--- src/hdl/u8d_pkg.sv ---
// ----------------------------------------------------------------------------
// u8d_pkg
// shared types and constants for the streaming utf-8 decoder
// ----------------------------------------------------------------------------
package u8d_pkg;

   localparam int unsigned ByteWidth = 8;
   localparam int unsigned CpWidth   = 21;

   // lead byte class masks and patterns
   localparam logic [ByteWidth-1:0] MaskTop1  = 8'b1000_0000;
   localparam logic [ByteWidth-1:0] MaskTop3  = 8'b1110_0000;
   localparam logic [ByteWidth-1:0] Lead2Pat  = 8'b1100_0000;
   localparam logic [ByteWidth-1:0] MaskTop4  = 8'b1111_0000;
   localparam logic [ByteWidth-1:0] MaskTop5  = 8'b1111_1000;
   localparam logic [ByteWidth-1:0] Lead3Pat  = MaskTop3;
   localparam logic [ByteWidth-1:0] Lead4Pat  = MaskTop4;

   // payload masks
   localparam logic [ByteWidth-1:0] ContMask  = 8'b0011_1111;
   localparam logic [ByteWidth-1:0] Lead2Mask = 8'b0001_1111;
   localparam logic [ByteWidth-1:0] Lead3Mask = 8'b0000_1111;
   localparam logic [ByteWidth-1:0] Lead4Mask = 8'b0000_0111;

   typedef enum logic [1:0] {
      STATUS_CHAR    = 2'd0,
      STATUS_NUL     = 2'd1,
      STATUS_INVALID = 2'd2,
      STATUS_TRUNC   = 2'd3
   } status_type;

   // continuation bytes still expected
   typedef enum logic [1:0] {
      REMAIN_NONE  = 2'd0,
      REMAIN_ONE   = 2'd1,
      REMAIN_TWO   = 2'd2,
      REMAIN_THREE = 2'd3
   } remain_type;

   typedef struct packed {
      logic [ByteWidth-1:0] in_byte;
      logic                 end_of_string;
   } req_word_type;

   typedef struct packed {
      logic [CpWidth-1:0] code_point;
      status_type         status;
      logic               last;
   } rsp_word_type;

   // decoder step result, handed to the output stage
   typedef struct packed {
      logic         has_result;
      rsp_word_type word;
   } step_type;

endpackage

--- src/hdl/u8d_req_if.sv ---
// ----------------------------------------------------------------------------
// u8d_req_if
// byte channel into the decoder: valid/ready with one byte and end flag
// ----------------------------------------------------------------------------
interface u8d_req_if;
   logic                          valid;
   logic                          ready;
   logic [u8d_pkg::ByteWidth-1:0] in_byte;
   logic                          end_of_string;

   modport source (output valid, output in_byte, output end_of_string, input ready);
   modport sink   (input valid, input in_byte, input end_of_string, output ready);
endinterface

--- src/hdl/u8d_rsp_if.sv ---
// ----------------------------------------------------------------------------
// u8d_rsp_if
// result channel out of the decoder: valid/ready with code point and status
// ----------------------------------------------------------------------------
interface u8d_rsp_if;
   logic                        valid;
   logic                        ready;
   logic [u8d_pkg::CpWidth-1:0] code_point;
   logic [1:0]                  status;
   logic                        last;

   modport source (output valid, output code_point, output status, output last,
                   input ready);
   modport sink   (input valid, input code_point, input status, input last,
                   output ready);
endinterface

--- src/hdl/utf8_stream_decoder_core.sv ---
// ----------------------------------------------------------------------------
// utf8_stream_decoder_core
// streaming utf-8 decoder, one byte word in, at most one code point word out
// ----------------------------------------------------------------------------
// usage
//   req_bus carries one byte of a utf-8 string per word plus end_of_string,
//   which marks the last byte. rsp_bus returns code_point, status and last.
//   a multi-byte sequence gives one word when its final byte arrives; a NUL
//   lead byte, an invalid lead byte or a sequence cut off by the end flag
//   gives a stop word (code_point zero, last set). after a stop, bytes are
//   dropped until the end flag, which clears the decoder for the next string.
// path and throughput
//   an accepted byte is held in the input register, is decoded in a single
//   combinational step and lands in the result register, where rsp valid
//   rises. one byte per cycle sustained while the result register is free,
//   set by the single pass through the decode step and its state registers.
// reset
//   synchronous, active high; empties both registers and clears the sequence
//   count, accumulator and stop flag.
// stall
//   when rsp ready is low the result register holds; a byte that would give a
//   result waits in the input register, and req ready drops once it is full.
// ----------------------------------------------------------------------------
module utf8_stream_decoder_core (
   input  logic           clock,
   input  logic           reset,
   u8d_req_if.sink        req_bus,
   u8d_rsp_if.source      rsp_bus
);

   // input side
   u8d_pkg::req_word_type req_word;
   u8d_pkg::req_word_type dec_word;
   logic                  dec_valid;
   logic                  dec_take;

   // decode and output side
   u8d_pkg::step_type     step;
   logic                  out_free;
   u8d_pkg::rsp_word_type rsp_word;

   assign req_word.in_byte       = req_bus.in_byte;
   assign req_word.end_of_string = req_bus.end_of_string;

   // byte register, refilled in the same cycle the decoder takes its word
   u8d_in_stage u_in_stage (
      .clock    (clock),
      .reset    (reset),
      .up_valid (req_bus.valid),
      .up_ready (req_bus.ready),
      .up_word  (req_word),
      .dn_valid (dec_valid),
      .dn_take  (dec_take),
      .dn_word  (dec_word)
   );

   // one decode step per byte, state moves only when the byte is taken
   u8d_decoder u_decoder (
      .clock      (clock),
      .reset      (reset),
      .word_valid (dec_valid),
      .word       (dec_word),
      .out_free   (out_free),
      .take       (dec_take),
      .step       (step)
   );

   // result register, loaded only for bytes that produce a word
   u8d_out_stage u_out_stage (
      .clock     (clock),
      .reset     (reset),
      .load      (dec_take && step.has_result),
      .load_word (step.word),
      .free      (out_free),
      .dn_valid  (rsp_bus.valid),
      .dn_ready  (rsp_bus.ready),
      .dn_word   (rsp_word)
   );

   assign rsp_bus.code_point = rsp_word.code_point;
   assign rsp_bus.status     = rsp_word.status;
   assign rsp_bus.last       = rsp_word.last;

endmodule

--- src/hdl/u8d_in_stage.sv ---
// ----------------------------------------------------------------------------
// u8d_in_stage
// input register: holds one byte word until the decoder takes it
// ----------------------------------------------------------------------------
module u8d_in_stage (
   input  logic                  clock,
   input  logic                  reset,
   input  logic                  up_valid,
   output logic                  up_ready,
   input  u8d_pkg::req_word_type up_word,
   output logic                  dn_valid,
   input  logic                  dn_take,
   output u8d_pkg::req_word_type dn_word
);

   logic                  valid_ff, valid_in;
   u8d_pkg::req_word_type word_ff, word_in;

   assign up_ready = !valid_ff || dn_take;

   always_comb begin
      valid_in = valid_ff;
      word_in  = word_ff;
      if (up_ready) begin
         valid_in = up_valid;
         word_in  = up_word;
      end
   end

   always_ff @(posedge clock) begin
      if (reset) begin
         valid_ff <= 1'b0;
      end else begin
         valid_ff <= valid_in;
      end
   end

   always_ff @(posedge clock) begin
      word_ff <= word_in;
   end

   assign dn_valid = valid_ff;
   assign dn_word  = word_ff;

endmodule

--- src/hdl/u8d_decoder.sv ---
// ----------------------------------------------------------------------------
// u8d_decoder
// per-byte decode step with sequence state (count, accumulator, stop flag)
// ----------------------------------------------------------------------------
module u8d_decoder (
   input  logic                  clock,
   input  logic                  reset,
   input  logic                  word_valid,
   input  u8d_pkg::req_word_type word,
   input  logic                  out_free,
   output logic                  take,
   output u8d_pkg::step_type     step
);

   u8d_pkg::remain_type           remain_ff, remain_in;
   logic [u8d_pkg::CpWidth-1:0]   acc_ff, acc_in;
   logic                          stopped_ff, stopped_in;
   logic [u8d_pkg::CpWidth-1:0]   shifted;
   logic [u8d_pkg::ByteWidth-1:0] b;
   logic                          eos;

   assign b       = word.in_byte;
   assign eos     = word.end_of_string;
   assign shifted = {acc_ff[u8d_pkg::CpWidth-7:0], b[5:0] & u8d_pkg::ContMask[5:0]};

   always_comb begin
      remain_in  = remain_ff;
      acc_in     = acc_ff;
      stopped_in = stopped_ff;
      step       = '0;
      step.word.status = u8d_pkg::STATUS_CHAR;
      if (stopped_ff) begin
         if (eos) begin
            stopped_in = 1'b0;
            remain_in  = u8d_pkg::REMAIN_NONE;
            acc_in     = '0;
         end
      end else if (remain_ff == u8d_pkg::REMAIN_NONE) begin
         if (b == '0) begin
            step.has_result  = 1'b1;
            step.word.status = u8d_pkg::STATUS_NUL;
            step.word.last   = 1'b1;
            acc_in           = '0;
            stopped_in       = !eos;
         end else if ((b & u8d_pkg::MaskTop1) == '0) begin
            step.has_result      = 1'b1;
            step.word.code_point = u8d_pkg::CpWidth'(b[6:0]);
            step.word.last       = eos;
            if (eos) begin
               acc_in = '0;
            end
         end else if ((b & u8d_pkg::MaskTop3) == u8d_pkg::Lead2Pat) begin
            acc_in    = u8d_pkg::CpWidth'(b & u8d_pkg::Lead2Mask);
            remain_in = u8d_pkg::REMAIN_ONE;
         end else if ((b & u8d_pkg::MaskTop4) == u8d_pkg::Lead3Pat) begin
            acc_in    = u8d_pkg::CpWidth'(b & u8d_pkg::Lead3Mask);
            remain_in = u8d_pkg::REMAIN_TWO;
         end else if ((b & u8d_pkg::MaskTop5) == u8d_pkg::Lead4Pat) begin
            acc_in    = u8d_pkg::CpWidth'(b & u8d_pkg::Lead4Mask);
            remain_in = u8d_pkg::REMAIN_THREE;
         end else begin
            step.has_result  = 1'b1;
            step.word.status = u8d_pkg::STATUS_INVALID;
            step.word.last   = 1'b1;
            acc_in           = '0;
            stopped_in       = !eos;
         end
         // multi-byte lead with the end flag is cut short
         if (eos && (remain_in != u8d_pkg::REMAIN_NONE)) begin
            remain_in        = u8d_pkg::REMAIN_NONE;
            acc_in           = '0;
            step.has_result  = 1'b1;
            step.word.status = u8d_pkg::STATUS_TRUNC;
            step.word.last   = 1'b1;
         end
      end else begin
         remain_in = u8d_pkg::remain_type'(remain_ff - 2'd1);
         acc_in    = shifted;
         if (remain_in == u8d_pkg::REMAIN_NONE) begin
            step.has_result      = 1'b1;
            step.word.code_point = shifted;
            step.word.last       = eos;
            acc_in               = '0;
         end else if (eos) begin
            remain_in        = u8d_pkg::REMAIN_NONE;
            acc_in           = '0;
            step.has_result  = 1'b1;
            step.word.status = u8d_pkg::STATUS_TRUNC;
            step.word.last   = 1'b1;
         end
      end
   end

   // a word with no result never waits on the output side
   assign take = word_valid && (out_free || !step.has_result);

   always_ff @(posedge clock) begin
      if (reset) begin
         remain_ff  <= u8d_pkg::REMAIN_NONE;
         acc_ff     <= '0;
         stopped_ff <= 1'b0;
      end else if (take) begin
         remain_ff  <= remain_in;
         acc_ff     <= acc_in;
         stopped_ff <= stopped_in;
      end
   end

endmodule

--- src/hdl/u8d_out_stage.sv ---
// ----------------------------------------------------------------------------
// u8d_out_stage
// result register: holds one result word until the receiver takes it
// ----------------------------------------------------------------------------
module u8d_out_stage (
   input  logic                  clock,
   input  logic                  reset,
   input  logic                  load,
   input  u8d_pkg::rsp_word_type load_word,
   output logic                  free,
   output logic                  dn_valid,
   input  logic                  dn_ready,
   output u8d_pkg::rsp_word_type dn_word
);

   logic                  valid_ff, valid_in;
   u8d_pkg::rsp_word_type word_ff, word_in;

   assign free = !valid_ff || dn_ready;

   always_comb begin
      valid_in = valid_ff && !dn_ready;
      word_in  = word_ff;
      if (load) begin
         valid_in = 1'b1;
         word_in  = load_word;
      end
   end

   always_ff @(posedge clock) begin
      if (reset) begin
         valid_ff <= 1'b0;
      end else begin
         valid_ff <= valid_in;
      end
   end

   always_ff @(posedge clock) begin
      word_ff <= word_in;
   end

   assign dn_valid = valid_ff;
   assign dn_word  = word_ff;

endmodule
--- src/flat_wrapper.sv ---
// flat-port wrapper written by rule: the top's interface ports become plain ports
module utf8_stream_decoder_core_flat 
  (clock, reset, req_bus_valid, req_bus_in_byte, req_bus_end_of_string, req_bus_ready, rsp_bus_valid, rsp_bus_code_point, rsp_bus_status, rsp_bus_last, rsp_bus_ready);
  u8d_req_if req_bus_i ();
  u8d_rsp_if rsp_bus_i ();
  input  logic clock;
  input  logic reset;
  input wire logic [$bits(req_bus_i.valid)-1:0] req_bus_valid;
  input wire logic [$bits(req_bus_i.in_byte)-1:0] req_bus_in_byte;
  input wire logic [$bits(req_bus_i.end_of_string)-1:0] req_bus_end_of_string;
  output wire logic [$bits(req_bus_i.ready)-1:0] req_bus_ready;
  output wire logic [$bits(rsp_bus_i.valid)-1:0] rsp_bus_valid;
  output wire logic [$bits(rsp_bus_i.code_point)-1:0] rsp_bus_code_point;
  output wire logic [$bits(rsp_bus_i.status)-1:0] rsp_bus_status;
  output wire logic [$bits(rsp_bus_i.last)-1:0] rsp_bus_last;
  input wire logic [$bits(rsp_bus_i.ready)-1:0] rsp_bus_ready;
  assign req_bus_i.valid = req_bus_valid;
  assign req_bus_i.in_byte = req_bus_in_byte;
  assign req_bus_i.end_of_string = req_bus_end_of_string;
  assign req_bus_ready = req_bus_i.ready;
  assign rsp_bus_valid = rsp_bus_i.valid;
  assign rsp_bus_code_point = rsp_bus_i.code_point;
  assign rsp_bus_status = rsp_bus_i.status;
  assign rsp_bus_last = rsp_bus_i.last;
  assign rsp_bus_i.ready = rsp_bus_ready;
  utf8_stream_decoder_core u_core (.clock(clock), .reset(reset), .req_bus(req_bus_i), .rsp_bus(rsp_bus_i));
endmodule
--- config.mk ---
export PLATFORM = sky130hd
export DESIGN_NAME = utf8_stream_decoder_core_flat
export DESIGN_NICKNAME = d
export VERILOG_FILES = /design/src/hdl/u8d_pkg.sv /design/src/hdl/u8d_req_if.sv /design/src/hdl/u8d_rsp_if.sv /design/src/hdl/utf8_stream_decoder_core.sv /design/src/hdl/u8d_in_stage.sv /design/src/hdl/u8d_decoder.sv /design/src/hdl/u8d_out_stage.sv /design/src/flat_wrapper.sv
export SDC_FILE = /design/constraint.sdc
export NUM_CORES = 1
export LEC_CHECK = 0
export ABC_AREA = 1
export BUFFER_PORTS_ARGS = -buffer_cell sky130_fd_sc_hd__buf_2
export CAP_MARGIN = 20
export CORE_MARGIN = 2
export CORE_UTILIZATION = 57
export CTS_CLUSTER_DIAMETER = 100
export DETAILED_ROUTE_END_ITERATION = 6
export PLACE_DENSITY_LB_ADDON = 0.1
export SLEW_MARGIN = 20
export SYNTH_ARGS = -nofsm -noshare
export SYNTH_HDL_FRONTEND = slang
export SYNTH_SLANG_ARGS = --single-unit
--- constraint.sdc ---
create_clock -name clock -period 2.3 [get_ports clock]
set_input_delay 0.115 -clock clock [delete_from_list [all_inputs] [get_ports clock]]
set_output_delay 0.115 -clock clock [all_outputs]
set_load 0.03 [all_outputs]
==> impl_summary.log, run 1 <==
[metrics] result of the run: finished clean
[metrics] non-filler instance count after layout: roughly 440
[metrics] Global Route Usage Sum: between 20% and 30%
[metrics] Area growth syn-to-layout: 16.8%
[metrics] Setup TNS: 0 ns
[metrics] summed instance area of the synthesized netlist: 2700 um^2
[metrics] start of the worst register-to-register path: u_core.u_in_stage.dn_word[8]$_DFFE_PP_
[metrics] worst-case hold path end point: u_core.u_decoder.stopped_ff$_SDFFE_PP0P_
[metrics] final hold violation count: 0
[metrics] Sink Count: 53
[metrics] average detailed-routed wire length per instance: ~14 um
[metrics] post-synth top area cell: sky130_fd_sc_hd__edfxtp_1
[metrics] synthesized area divided by synthesized cell count: between 8 and 9 um^2
[metrics] startpoint of the lowest-slack hold path: reset
[metrics] critical path data required time: between 2 and 2.5 ns
[metrics] detailed-routing wirelength on met1: 2.80 mm
[metrics] Post CTS Setup Buffer Count: 0
[metrics] First-pass DRT Iterations: 4
[metrics] number of routed nets with antenna violations: 0
[metrics] cell types with the highest counts after synthesis: sky130_fd_sc_hd__nand2_1, sky130_fd_sc_hd__nor2_1, sky130_fd_sc_hd__inv_1
[metrics] core area: between 4000 and 5000 um^2
[metrics] sequential fraction of the synthesis area: between 50% and 60%
[metrics] Final Setup Violations: 0
[metrics] worst-case clock skew: 0.0131 ns
[metrics] predominant post-synthesis flop cell: sky130_fd_sc_hd__edfxtp_1
[metrics] max-slew violation count: 0
[metrics] type of origin of the critical path: flip-flop
[metrics] clock-pin slew of the registers on the worst-case setup and hold paths: about 0.090 ns
[metrics] Inserted Diodes: 0
[metrics] Worst R2R Setup Slack: approximately 0.30 ns
[metrics] post-synth cell types: 32
[metrics] Residual DRC: 0
[metrics] nets@finish: 399
[metrics] die area: 5300 um^2
[metrics] placer's final routability congestion estimate: just over 0.9
[metrics] number of antenna violations at the first check in global routing: 0
[metrics] gr ovfl total: 0
[metrics] height of the chip: ~73 um
[metrics] fraction of layout instances using a drive strength above 1: 19.2%
[metrics] power dissipated by switching net loads: 0.598 mW
[metrics] Area after DPL: about 3000 um^2
[metrics] total clock buffers created by CTS: 5
[metrics] maximum buffer depth of the clock tree: 2
[metrics] pin count of the biggest net entering global routing: 25
[metrics] die outline width: ~73 um
[metrics] depth of the worst register-to-register path: 12
[metrics] warning count from the yosys run: 0
[metrics] root buf cell: sky130_fd_sc_hd__clkbuf_8
[metrics] number of global-route vias before repair: around 2,200
[metrics] final hold slack: slightly above 0.008 ns
[metrics] number of enable-type register cells in the synthesized netlist: 33
[metrics] amount of wire on met3 after detailed routing: slightly below 300 um
[metrics] Seq cells post-synth: 53
[metrics] post-route cell area: about 3200 um^2
[metrics] effective utilization at floorplan: approximately three fifths
[metrics] maximum single-stage delay on the critical path: 0.57 ns
[metrics] relative contribution of combinational cells to total power: approximately a fifth
[metrics] kind of critical path: reg -> out
[metrics] CP Data Arrival Time: about 2.1 ns
[metrics] Cell Pwr Density: 641 nW/um^2
[metrics] IR Drop Worst-Case VDD: about 290 uV
[metrics] Max Clk Rate: ~0.46 GHz
[metrics] period utilization: between 90 and 100%
[metrics] standby leakage power: roughly 1.4 nW
[metrics] setup repair after global routing missed its margin: false
[metrics] biggest area contributors in the synthesized netlist: sky130_fd_sc_hd__edfxtp_1, sky130_fd_sc_hd__dfxtp_1, sky130_fd_sc_hd__nand2_1
[metrics] cell depth of the worst hold path: 2
[metrics] global-route wire length before repair: roughly 9.9 mm
[metrics] switching part of the total: between 20% and 30%
[metrics] measured slew at the worst slew-check pin: 0.454 ns
[metrics] FF-to-FF End: u_core.u_decoder.acc_ff[4]$_SDFFE_PP0P_
[metrics] Vias/cell: 5.28
[metrics] post-synthesis cell count: roughly 330
[metrics] wire length on met2: 2.74 mm
[metrics] Critical Path Slowest Stage Cell: sky130_fd_sc_hd__edfxtp_1
[metrics] list of cells traversed by the critical path: nand2_4, inv_4, nand2_2, nand2_2, nor2_4, nand2_2, nand2_4, nand2_4, nand4_1, buf_4, buf_2
[metrics] number of top-level pins: 39
[metrics] proportion of synthesized flip-flops having asynchronous set or reset: 0%
[metrics] share of Yosys cell area claimed by the top area cell type: 36.7%
[metrics] Setup crit end kind: output pin
[metrics] maximum fanout along the worst path: 11
[metrics] hold crit path type: in -> reg
[metrics] remaining max-slew budget at the tightest pin: a little over two thirds
[metrics] H-Tree Level Count: 2
[metrics] clock latency at the later pin of the worst-skew pair: approximately 0.31 ns
[metrics] register share of total power: between 50% and 60%
[metrics] final worst path period need: about 2.2 ns
[metrics] drt total wl: around 5.9 mm
[metrics] internal power contribution: between 1 and 1.5 mW
[metrics] maxcap violations: 0
[metrics] total placed cells including tap cells: about 420
[metrics] Synth Net Count: about 350
[metrics] Placement Rows: 25
[metrics] clock power share: 25.2%
[metrics] placed wire-length estimate after detailed placement: roughly 4.3 mm
[metrics] final core utilization: between 60% and 70%
[metrics] total of buffers placed on input and output ports: 38
[metrics] top routing layer in use: met4
[metrics] initial detailed-routing violation count: around 230
[metrics] vias: about 2,300
[metrics] TritonCTS clock tree: done
[metrics] most instantiated library cell after synthesis: sky130_fd_sc_hd__nand2_1
## power by group through the flow
| stage | logic (mW) | clock network [mW] | registers [mW] |
|---|---|---|---|
| final | 0.400 | 0.509 | 1.11 |
| after detailed placement | 0.384 | 0 | 1.13 |
| after global routing | 0.447 | 0.543 | 1.12 |
| after CTS | 0.397 | 0.517 | 1.11 |
| after floorplan | 0.234 | 0 | 1.18 |
| after global placement | 0.380 | 0 | 1.13 |
## kinds of logic after synthesis
kind of cell,after synthesis,synth area share [%]
and+or+nand+nor,177,28.5
adders and majority gates,2,0.927
DFF,53,51.6
AOI/OAI and AO/OA,45,10.2
buffers and inverters,55,8.85
## per-stage QoR
step	power, mW	setup slack [ns]
2_1_floorplan	1.41	0.176
3_3_place_gp	1.51	0.344
3_5_place_dp	1.52	0.286
4_1_cts	2.02	0.0462
5_1_grt	2.11	0.00655
6_report	2.02	0.111
## worst max-delay path by stage
stage,from,endpoint,slack [ns],depth (start not counted)
floorplan,u_core.u_decoder.remain_ff[0]$_SDFFE_PP0P_,u_core.u_in_stage.dn_word[0]$_DFFE_PP_,0.18,8
global placement,u_core.u_in_stage.dn_word[8]$_DFFE_PP_,u_core.u_decoder.acc_ff[4]$_SDFFE_PP0P_,0.34,12
detailed placement,u_core.u_decoder.remain_ff[0]$_SDFFE_PP0P_,u_core.u_decoder.acc_ff[4]$_SDFFE_PP0P_,0.29,11
CTS,u_core.u_decoder.remain_ff[0]$_SDFFE_PP0P_,req_bus_ready,0.05,8
global route,u_core.u_in_stage.dn_word[8]$_DFFE_PP_,req_bus_ready,0.007,11
finish,u_core.u_in_stage.dn_word[8]$_DFFE_PP_,req_bus_ready,0.11,11
## routing by layer
metal	GRT usage, %	vias to the layer above
li1	-	1194
met1	33.2	1045
met2	39.7	67
met3	3.73	10
met4	8.64	0
met5	0	-
## area by class of cell
type,count,area [um^2]
clock buffers,7,76.3
clock inverters,1,5.00
fillers,423,1480
inverters,42,160
multi-input cells,224,1080
flip-flops and latches,53,1390
well taps,54,67.6
repair buffers,58,375
## flip-flops by register name (all words and copies together) (netlist names)
signal                       cells
u_core.u_in_stage.dn_word        9
u_core.u_decoder.stopped_ff      1
u_core.u_decoder.acc_ff         15
u_core.u_decoder.remain_ff       2
u_core.u_out_stage.dn_valid      1
u_core.u_in_stage.dn_valid       1
u_core.u_out_stage.dn_word      24
## critical path: cells and delay by family, from the launching register on
| family | cells | cell delay, ns |
|---|---|---|
| buffers and inverters | 3 | 0.48 |
| and+or+nand+nor | 8 | 0.71 |
| DFF | 1 | 0.57 |
## repair_timing
| action | CTS | global route |
|---|---|---|
| setup endpoints to repair | 0 | 2 |
| hold buffers | 9 | 0 |
| hold endpoints to repair | 9 | 0 |
| resized for setup | 0 | 3 |
## cells in the final DEF (no fill, tap or decap), types with 9 or more instances in the layout
| cell | synthesis | final |
|---|---|---|
| sky130_fd_sc_hd__nor2_1 | 65 | 63 |
| sky130_fd_sc_hd__buf_4 | 1 | 10 |
| sky130_fd_sc_hd__nand3_1 | 19 | 19 |
| sky130_fd_sc_hd__inv_1 | 35 | 35 |
| sky130_fd_sc_hd__edfxtp_1 | 33 | 33 |
| sky130_fd_sc_hd__buf_2 | 3 | 38 |
| sky130_fd_sc_hd__o21ai_0 | 16 | 16 |
| sky130_fd_sc_hd__dfxtp_1 | 20 | 20 |
| sky130_fd_sc_hd__nand2_1 | 71 | 71 |
| sky130_fd_sc_hd__dlygate4sd3_1 | 0 | 9 |
Note: power is estimated with default switching activity, not from simulation.
==> run 2: changes to the inputs <==
CAP_MARGIN = not set   (was 20)
SYNTH_HIERARCHICAL = 1   (was not set)
==> run 2 against run 1 <==
Net effect: die area rose by 0.22%; sequential power rose by 4%; final cell count rose by 1.8%; count of clock-buffer cells in the layout fell by 1; clock power rose by 39%; sequential cell count did not move; worst setup slack improved by 0.0058 ns; first-iteration DRC count fell by 11%; hold slack improved by 0.038 ns; area after synthesis rose by 0.23%; global-route usage fell by 0.48 points; critical endpoint unchanged; highest routed layer unchanged.
==> impl_summary.log, run 2 <==
[metrics] result of the run: finished clean
[metrics] gr ovfl total: 0 (unchanged)
[metrics] CP Data Arrival Time: 2.07 ns (about the same)
[metrics] standby leakage power: 1.41 nW (+3.1%)
[metrics] Max Clk Rate: 0.458 GHz (+0.27%)
[metrics] number of routed nets with antenna violations: 0 (unchanged)
[metrics] combinational family with the most area after synthesis: simple AND/OR/NAND/NOR gates
[metrics] most common cell after layout, fill and taps aside: sky130_fd_sc_hd__nor2_1
[metrics] share of Yosys cell area claimed by the top area cell type: 36.6% (-0.085 points)
[metrics] kind of critical path: reg -> out
[metrics] sequential fraction of the synthesis area: 51.4% (-0.12 points)
[metrics] share of synthesized cell area in full adder, half adder and majority cells: 0.925% (-0.0021 points)
[metrics] summed instance area of the synthesized netlist: 2710 um^2 (+0.23%)
[metrics] fraction of layout instances using a drive strength above 1: 21.6% (+2.4 points)
[metrics] total chip power: 2.43 mW (+20%)
[metrics] Residual DRC: 0 (unchanged)
[metrics] total of buffers placed on input and output ports: 38 (unchanged)
[metrics] type of origin of the critical path: flip-flop
[metrics] predominant post-synthesis flop cell: sky130_fd_sc_hd__edfxtp_1
[metrics] nets@finish: 407 (+2.0%)
[metrics] Seq cells post-synth: 53 (unchanged)
[metrics] root buf cell: sky130_fd_sc_hd__clkbuf_8
[metrics] final worst path period need: 2.18 ns (-0.00581 ns)
[metrics] remaining max-slew budget at the tightest pin: 64.5% (-5.1 points)
[metrics] initial detailed-routing violation count: 205 (-11%)
[metrics] worst path setup slack after routing: 0.117 ns (+0.00581 ns)
[metrics] Cell Pwr Density: 743 nW/um^2 (+16%)
[metrics] hold crit path type: in -> reg
[metrics] number of filler instances in the final layout: 386 (-8.7%)
[metrics] maxcap violations: 0 (unchanged)
[metrics] drt total wl: 6.06 mm (+2.2%)
[metrics] critical path data required time: 2.18 ns (about the same)
[metrics] clock latency at the later pin of the worst-skew pair: 0.31 ns (about the same)
[metrics] number of enable-type register cells in the synthesized netlist: 33 (unchanged)
[metrics] list of cells traversed by the critical path: inv_1, nand3_2, o21ai_1, nor2_2, nand2_2, nand2_4, nand2_4, nand3_4, nand2_4, inv_4, inv_1, nand2_4, buf_4
[metrics] placed wire-length estimate after detailed placement: 4.24 mm (-1.5%)
[metrics] clock-pin slew of the registers on the worst-case setup and hold paths: 0.10 ns (about the same)
[metrics] global-route wire length before repair: 9.71 mm (-2.4%)
[metrics] biggest area contributors in the synthesized netlist: sky130_fd_sc_hd__edfxtp_1, sky130_fd_sc_hd__dfxtp_1, sky130_fd_sc_hd__nor2_1
[metrics] average detailed-routed wire length per instance: 13.6 um (+0.38%)
[metrics] total clock buffers created by CTS: 5 (unchanged)
[metrics] simple-gate share of the synthesized area: 29.3% (+0.77 points)
[metrics] max FFs per register: 24 (unchanged)
[metrics] Final Setup Violations: 0 (unchanged)
[metrics] placer's final routability congestion estimate: 0.918 (-0.89%)
[metrics] IR Drop Worst-Case VDD: 492 uV (+71%)
[metrics] Inserted Diodes: 0 (unchanged)
[metrics] storage element area: 1390 um^2 (unchanged)
[metrics] warning count from the yosys run: 6 (+6)
[metrics] number of global-route vias before repair: 2,103 (-3.1%)
[metrics] max-slew violation count: 0 (unchanged)
[metrics] pin count of the biggest net entering global routing: 28 (+12%)
[metrics] Sink Count: 53 (unchanged)
[metrics] post-synth cell types: 32 (unchanged)
[metrics] Area growth syn-to-layout: 20.8%
[metrics] commonest non-fill, non-tap cells in the layout: sky130_fd_sc_hd__nor2_1, sky130_fd_sc_hd__nand2_1, sky130_fd_sc_hd__inv_1
[metrics] vias: 2,408 (+4.0%)
[metrics] number of top-level pins: 39 (unchanged)
[metrics] height of the chip: 72.9 um (+0.11%)
[metrics] proportion of synthesized flip-flops having asynchronous set or reset: 0% (unchanged)
[metrics] core area: 4660 um^2 (+0.68%)
[metrics] maximum fanout along the worst path: 9 (-2)
[metrics] Critical Path Slowest Stage Cell: sky130_fd_sc_hd__edfxtp_1
[metrics] maximum buffer depth of the clock tree: 2 (unchanged)
[metrics] Setup TNS: 0 ns (unchanged)
[metrics] total area of multi-input combinational cells: 1080 um^2 (+0.81%)
[metrics] synthesized area divided by synthesized cell count: 8.10 um^2 (-0.37%)
[metrics] final hold violation count: 0 (unchanged)
[metrics] First-pass DRT Iterations: 5 (+1)
[metrics] Global Route Usage Sum: 23.9% (-0.48 points)
[metrics] setup repair after global routing missed its margin: false
[metrics] number of antenna violations at the first check in global routing: 0 (unchanged)
[metrics] post-synth top area cell: sky130_fd_sc_hd__edfxtp_1
[metrics] final core utilization: 70.1% (+2.0 points)
[metrics] dominant cell type by count on the critical path: sky130_fd_sc_hd__nand2_4
[metrics] pre-CTS worst setup slack: 0.0926 ns (-0.193 ns)
[metrics] post-synthesis cell count: 334 (+0.60%)
[metrics] Synth Net Count: 349 (+0.58%)
[metrics] H-Tree Level Count: 2 (unchanged)
[metrics] Vias/cell: 5.39 (+2.1%)
[metrics] die area: 5310 um^2 (+0.22%)
[metrics] worst-case clock skew: 0.00699 ns (-0.00613 ns)
[metrics] measured slew at the worst slew-check pin: 0.530 ns (+0.0760 ns)
[metrics] die outline width: 72.9 um (+0.11%)
[metrics] Setup crit end kind: output pin
[metrics] TritonCTS clock tree: done
[metrics] period utilization: 94.9% (-0.25 points)
[metrics] post-synthesis xor/xnor area fraction: 0% (unchanged)
[metrics] maximum single-stage delay on the critical path: 0.43 ns (-0.14 ns)
[metrics] cell types with the highest counts after synthesis: sky130_fd_sc_hd__nor2_1, sky130_fd_sc_hd__nand2_1, sky130_fd_sc_hd__inv_1
[metrics] portion of netlist area occupied by mux cells: 0% (unchanged)
[metrics] Placement Rows: 25 (unchanged)
[metrics] synthesized-area fraction occupied by ao, oa, aoi and oai cells: 9.62% (-0.53 points)
[metrics] most instantiated library cell after synthesis: sky130_fd_sc_hd__nor2_1
[metrics] effective utilization at floorplan: 58.0% (-0.26 points)
## run 2: cell types whose count changed after synthesis, moves of 6 or more
cell	before	now
sky130_fd_sc_hd__a31oi_1	1	7
sky130_fd_sc_hd__a21oi_1	8	14
sky130_fd_sc_hd__nand2_1	71	58
sky130_fd_sc_hd__nor3_1	8	15
## run 2: where the power goes
| group | switching, mW | internal [mW] | total (mW) |
|---|---|---|---|
| Sequential | 0.0418 | 1.10 | 1.15 |
| Combinational | 0.388 | 0.189 | 0.577 |
| Clock | 0.312 | 0.394 | 0.706 |
## run 2: per-stage QoR
stage	cells	hold WS (ns)	area, um^2
after global placement	424	0.292	2990
after detailed placement	424	0.293	2990
after floorplan	334	0.177	2710
after CTS	445	0.0408	3250
final	447	0.0457	3270
after global routing	447	0.0509	3270
## run 2: area by class of cell
cell class | count | share of cell area, %
well taps | 54 | 2.07
clock inverters | 2 | 1.19
inverters | 44 | 5.32
repair buffers | 63 | 12.8
flip-flops and latches | 53 | 42.6
clock buffers | 6 | 2.87
multi-input cells | 225 | 33.2
## run 2: routing by layer
metal,GRT usage [%],share of wire [%],vias to the layer above
met5,0,0,-
met4,10.7,2.2,0
li1,-,-,1212
met1,33.2,46,1085
met3,3.73,7.4,17
met2,37.0,45,94
## run 2: worst paths after layout
path	start	to	depth (start not counted)	slack [ns]
hold / removal	req_bus_valid	u_core/u_in_stage/dn_valid$_SDFFE_PP0P_	3	0.05
setup reg to reg	u_core/u_in_stage/dn_word[8]$_DFFE_PP_	u_core/u_out_stage/dn_word[5]$_DFFE_PP_	12	0.18
setup / recovery	u_core/u_in_stage/dn_word[6]$_DFFE_PP_	req_bus_ready	13	0.12
hold reg to reg	u_core/u_out_stage/dn_valid$_SDFF_PP0_	u_core/u_out_stage/dn_valid$_SDFF_PP0_	2	0.49
## run 2: kinds of logic after synthesis
group           count (synthesis)
fa+ha+maj                       2
simple gates                  177
buf+inv                        56
flops                          53
compound gates                 46
## run 2: what timing repair did
| item | 4_1_cts | 5_1_grt |
|---|---|---|
| pin swaps | 0 | 0 |
| resized for setup | 3 | 3 |
| buffers inserted | 3 | 2 |
| hold buffers | 10 | 0 |
| setup endpoints to repair | 1 | 2 |
| endpoints found under the hold margin | 11 | 0 |
## run 2: critical path: cells and delay by family, from the launching register on
family | cells | cell delay (ns)
buffers and inverters | 4 | 0.49
AO/OA/AOI/OAI | 1 | 0.13
flip-flops | 1 | 0.43
AND/OR/NAND/NOR | 8 | 0.69
==> run 3: changes to the inputs <==
CELL_PAD_IN_SITES_DETAIL_PLACEMENT = 0   (was not set)
CELL_PAD_IN_SITES_GLOBAL_PLACEMENT = 1   (was not set)
CORE_UTILIZATION = 42   (was 57)
==> run 3 against run 2 <==
Net effect: first-iteration DRC count down 39%; combinational power up 3%; critical endpoint unchanged; sequential power about the same; global-route usage down 4.4 points; clock power down 27%; critical path depth unchanged; non-clock buffer count up 6.
==> impl_summary.log, run 3 (same netlist as run 2, synthesis figures left out) <==
[metrics] result of the run: finished clean
[metrics] dominant cell type by count on the critical path: sky130_fd_sc_hd__nand2_4
[metrics] start of the worst register-to-register path: u_core/u_in_stage/dn_word[8]$_DFFE_PP_
[metrics] hold crit path type: in -> reg
[metrics] First-pass DRT Iterations: 5 (unchanged)
[metrics] commonest non-fill, non-tap cells in the layout: sky130_fd_sc_hd__nor2_1, sky130_fd_sc_hd__nand2_1, sky130_fd_sc_hd__inv_1
[metrics] detailed-routing wirelength on met1: 3.23 mm (+17%)
[metrics] gr ovfl total: 0 (unchanged)
[metrics] fraction of layout instances using a drive strength above 1: 22.6% (+0.93 points)
[metrics] startpoint of the lowest-slack hold path: req_bus_valid
[metrics] initial detailed-routing violation count: 126 (-39%)
[metrics] Critical Path Slowest Stage Cell: sky130_fd_sc_hd__edfxtp_1
[metrics] Area after DPL: 3050 um^2 (+2.2%)
[metrics] clock latency at the later pin of the worst-skew pair: 0.30 ns (about the same)
[metrics] maxcap violations: 0 (unchanged)
[metrics] total of buffers placed on input and output ports: 38 (unchanged)
[metrics] maximum fanout along the worst path: 8 (-1)
[metrics] Residual DRC: 0 (unchanged)
[metrics] most common cell after layout, fill and taps aside: sky130_fd_sc_hd__nor2_1
[metrics] Vias/cell: 4.92 (-8.6%)
[metrics] number of routed nets with antenna violations: 0 (unchanged)
[metrics] list of cells traversed by the critical path: nand2_1, nor2_1, nor2_1, nor2_2, nand2_2, nand2_4, nand2_4, nand3_4, nand2_4, inv_2, inv_1, nand2_4, buf_4
[metrics] total clock buffers created by CTS: 5 (unchanged)
[metrics] Placement Rows: 29 (+16%)
[metrics] maximum single-stage delay on the critical path: 0.50 ns (+0.07 ns)
[metrics] final worst path period need: 2.16 ns (-0.0265 ns)
[metrics] nets@finish: 413 (+1.5%)
[metrics] Setup TNS: 0 ns (unchanged)
[metrics] measured slew at the worst slew-check pin: 0.533 ns (+0.00379 ns)
[metrics] total area of multi-input combinational cells: 1080 um^2 (unchanged)
[metrics] core area: 6280 um^2 (+35%)
[metrics] number of global-route vias before repair: 2,229 (+6.0%)
[metrics] Max Clk Rate: 0.464 GHz (+1.2%)
[metrics] TritonCTS clock tree: done
[metrics] max FFs per register: 24 (unchanged)
[metrics] CP Data Arrival Time: 2.04 ns (-0.03 ns)
[metrics] Sink Count: 53 (unchanged)
[metrics] Setup crit start: u_core/u_in_stage/dn_word[8]$_DFFE_PP_
[metrics] type of origin of the critical path: flip-flop
[metrics] average detailed-routed wire length per instance: 13.9 um (+2.4%)
[metrics] Cell Pwr Density: 684 nW/um^2 (-8.0%)
[metrics] storage element area: 1390 um^2 (unchanged)
[metrics] maximum buffer depth of the clock tree: 2 (unchanged)
[metrics] number of antenna violations at the first check in global routing: 0 (unchanged)
[metrics] final hold slack: 0.0418 ns (-0.00384 ns)
[metrics] effective utilization at floorplan: 43.1% (-15 points)
[metrics] number of filler instances in the final layout: 600 (+55%)
[metrics] Inserted Diodes: 0 (unchanged)
[metrics] period utilization: 93.8% (-1.2 points)
[metrics] IR Drop Worst-Case VDD: 338 uV (-31%)
[metrics] Final Setup Violations: 0 (unchanged)
[metrics] wire length on met2: 3.03 mm (+11%)
[metrics] Setup crit end kind: output pin
[metrics] height of the chip: 84.3 um (+16%)
[metrics] drt total wl: 6.61 mm (+9.1%)
[metrics] max-slew violation count: 0 (unchanged)
[metrics] root buf cell: sky130_fd_sc_hd__clkbuf_8
[metrics] global-route wire length before repair: 10.9 mm (+12%)
[metrics] post-route cell area: 3290 um^2 (+0.77%)
[metrics] pin count of the biggest net entering global routing: 23 (-18%)
[metrics] Global Route Usage Sum: 19.5% (-4.4 points)
[metrics] die area: 7100 um^2 (+34%)
[metrics] placed wire-length estimate after detailed placement: 4.69 mm (+10%)
[metrics] clock-pin slew of the registers on the worst-case setup and hold paths: 0.10 ns (about the same)
[metrics] die outline width: 84.3 um (+16%)
[metrics] setup repair after global routing missed its margin: false
[metrics] standby leakage power: 1.41 nW (+0.37%)
[metrics] placer's final routability congestion estimate: 0.901 (-1.9%)
[metrics] worst-case clock skew: 0.00825 ns (+0.00126 ns)
[metrics] amount of wire on met3 after detailed routing: 254 um (-43%)
[metrics] top routing layer in use: met4
[metrics] critical path data required time: 2.18 ns (about the same)
[metrics] kind of critical path: reg -> out
[metrics] H-Tree Level Count: 2 (unchanged)
[metrics] number of top-level pins: 39 (unchanged)
[metrics] vias: 2,343 (-2.7%)
[metrics] Area growth syn-to-layout: 21.7%
[metrics] total chip power: 2.25 mW (-7.3%)
[metrics] remaining max-slew budget at the tightest pin: 64.2% (-0.25 points)
[metrics] final hold violation count: 0 (unchanged)
## run 3: cell types whose count changed in the layout (fill, tap and decap cells not counted), sizes merged
cell,delta
inv,-1
clkbuf,-1
clkinv,+3
bufinv,-1
buf,+6
## run 3: per-stage QoR
step,std cells,setup slack [ns],utilization [%]
detailed placement,452,0.109,48.6
CTS,472,0.0285,51.9
global route,476,0.0239,52.5
global placement,452,0.173,48.6
floorplan,334,0.103,-
finish,476,0.143,52.5
## run 3: repair_timing
| item | 4_1_cts | 5_1_grt |
|---|---|---|
| cloned | 0 | 0 |
| resized for setup | 3 | 1 |
| endpoints found under the hold margin | 11 | 0 |
| hold buffers | 10 | 0 |
| endpoints found under the setup margin | 1 | 2 |
| setup buffers | 2 | 4 |
## run 3: cell type report
class                   instances  share of cell area, %
flip-flops and latches         53                   42.2
multi-input cells             225                   32.9
repair buffers                 69                   14.1
inverters                      44                   5.21
well taps                      77                   2.93
clock buffers                   5                   2.09
clock inverters                 3                  0.532
## run 3: routing by layer
metal / GRT usage (%) / vias up
met1: 26.9 / 1067
li1: - / 1214
met3: 3.15 / 6
met2: 31.1 / 56
met4: 7.18 / 0
met5: 0 / -
## run 3: where the power goes
group	switching (mW)	internal, mW	leakage, nW
logic	0.394	0.198	0.892
clock network	0.303	0.211	0.0455
registers	0.0421	1.10	0.476
## run 3: worst max-delay path: cells and delay by family (launching register included)
| kind | cells | cell delay (ns) |
|---|---|---|
| simple gates | 10 | 0.95 |
| flops | 1 | 0.50 |
| buf+inv | 3 | 0.31 |
## run 3: worst paths after layout
check,to,slack (ns),cells after the start
min,u_core/u_in_stage/dn_valid$_SDFFE_PP0P_,0.04,3
max reg2reg,u_core/u_out_stage/dn_word[12]$_DFFE_PP_,0.17,13
max,req_bus_ready,0.14,13
min reg2reg,u_core/u_decoder/acc_ff[7]$_SDFFE_PP0P_,0.49,2
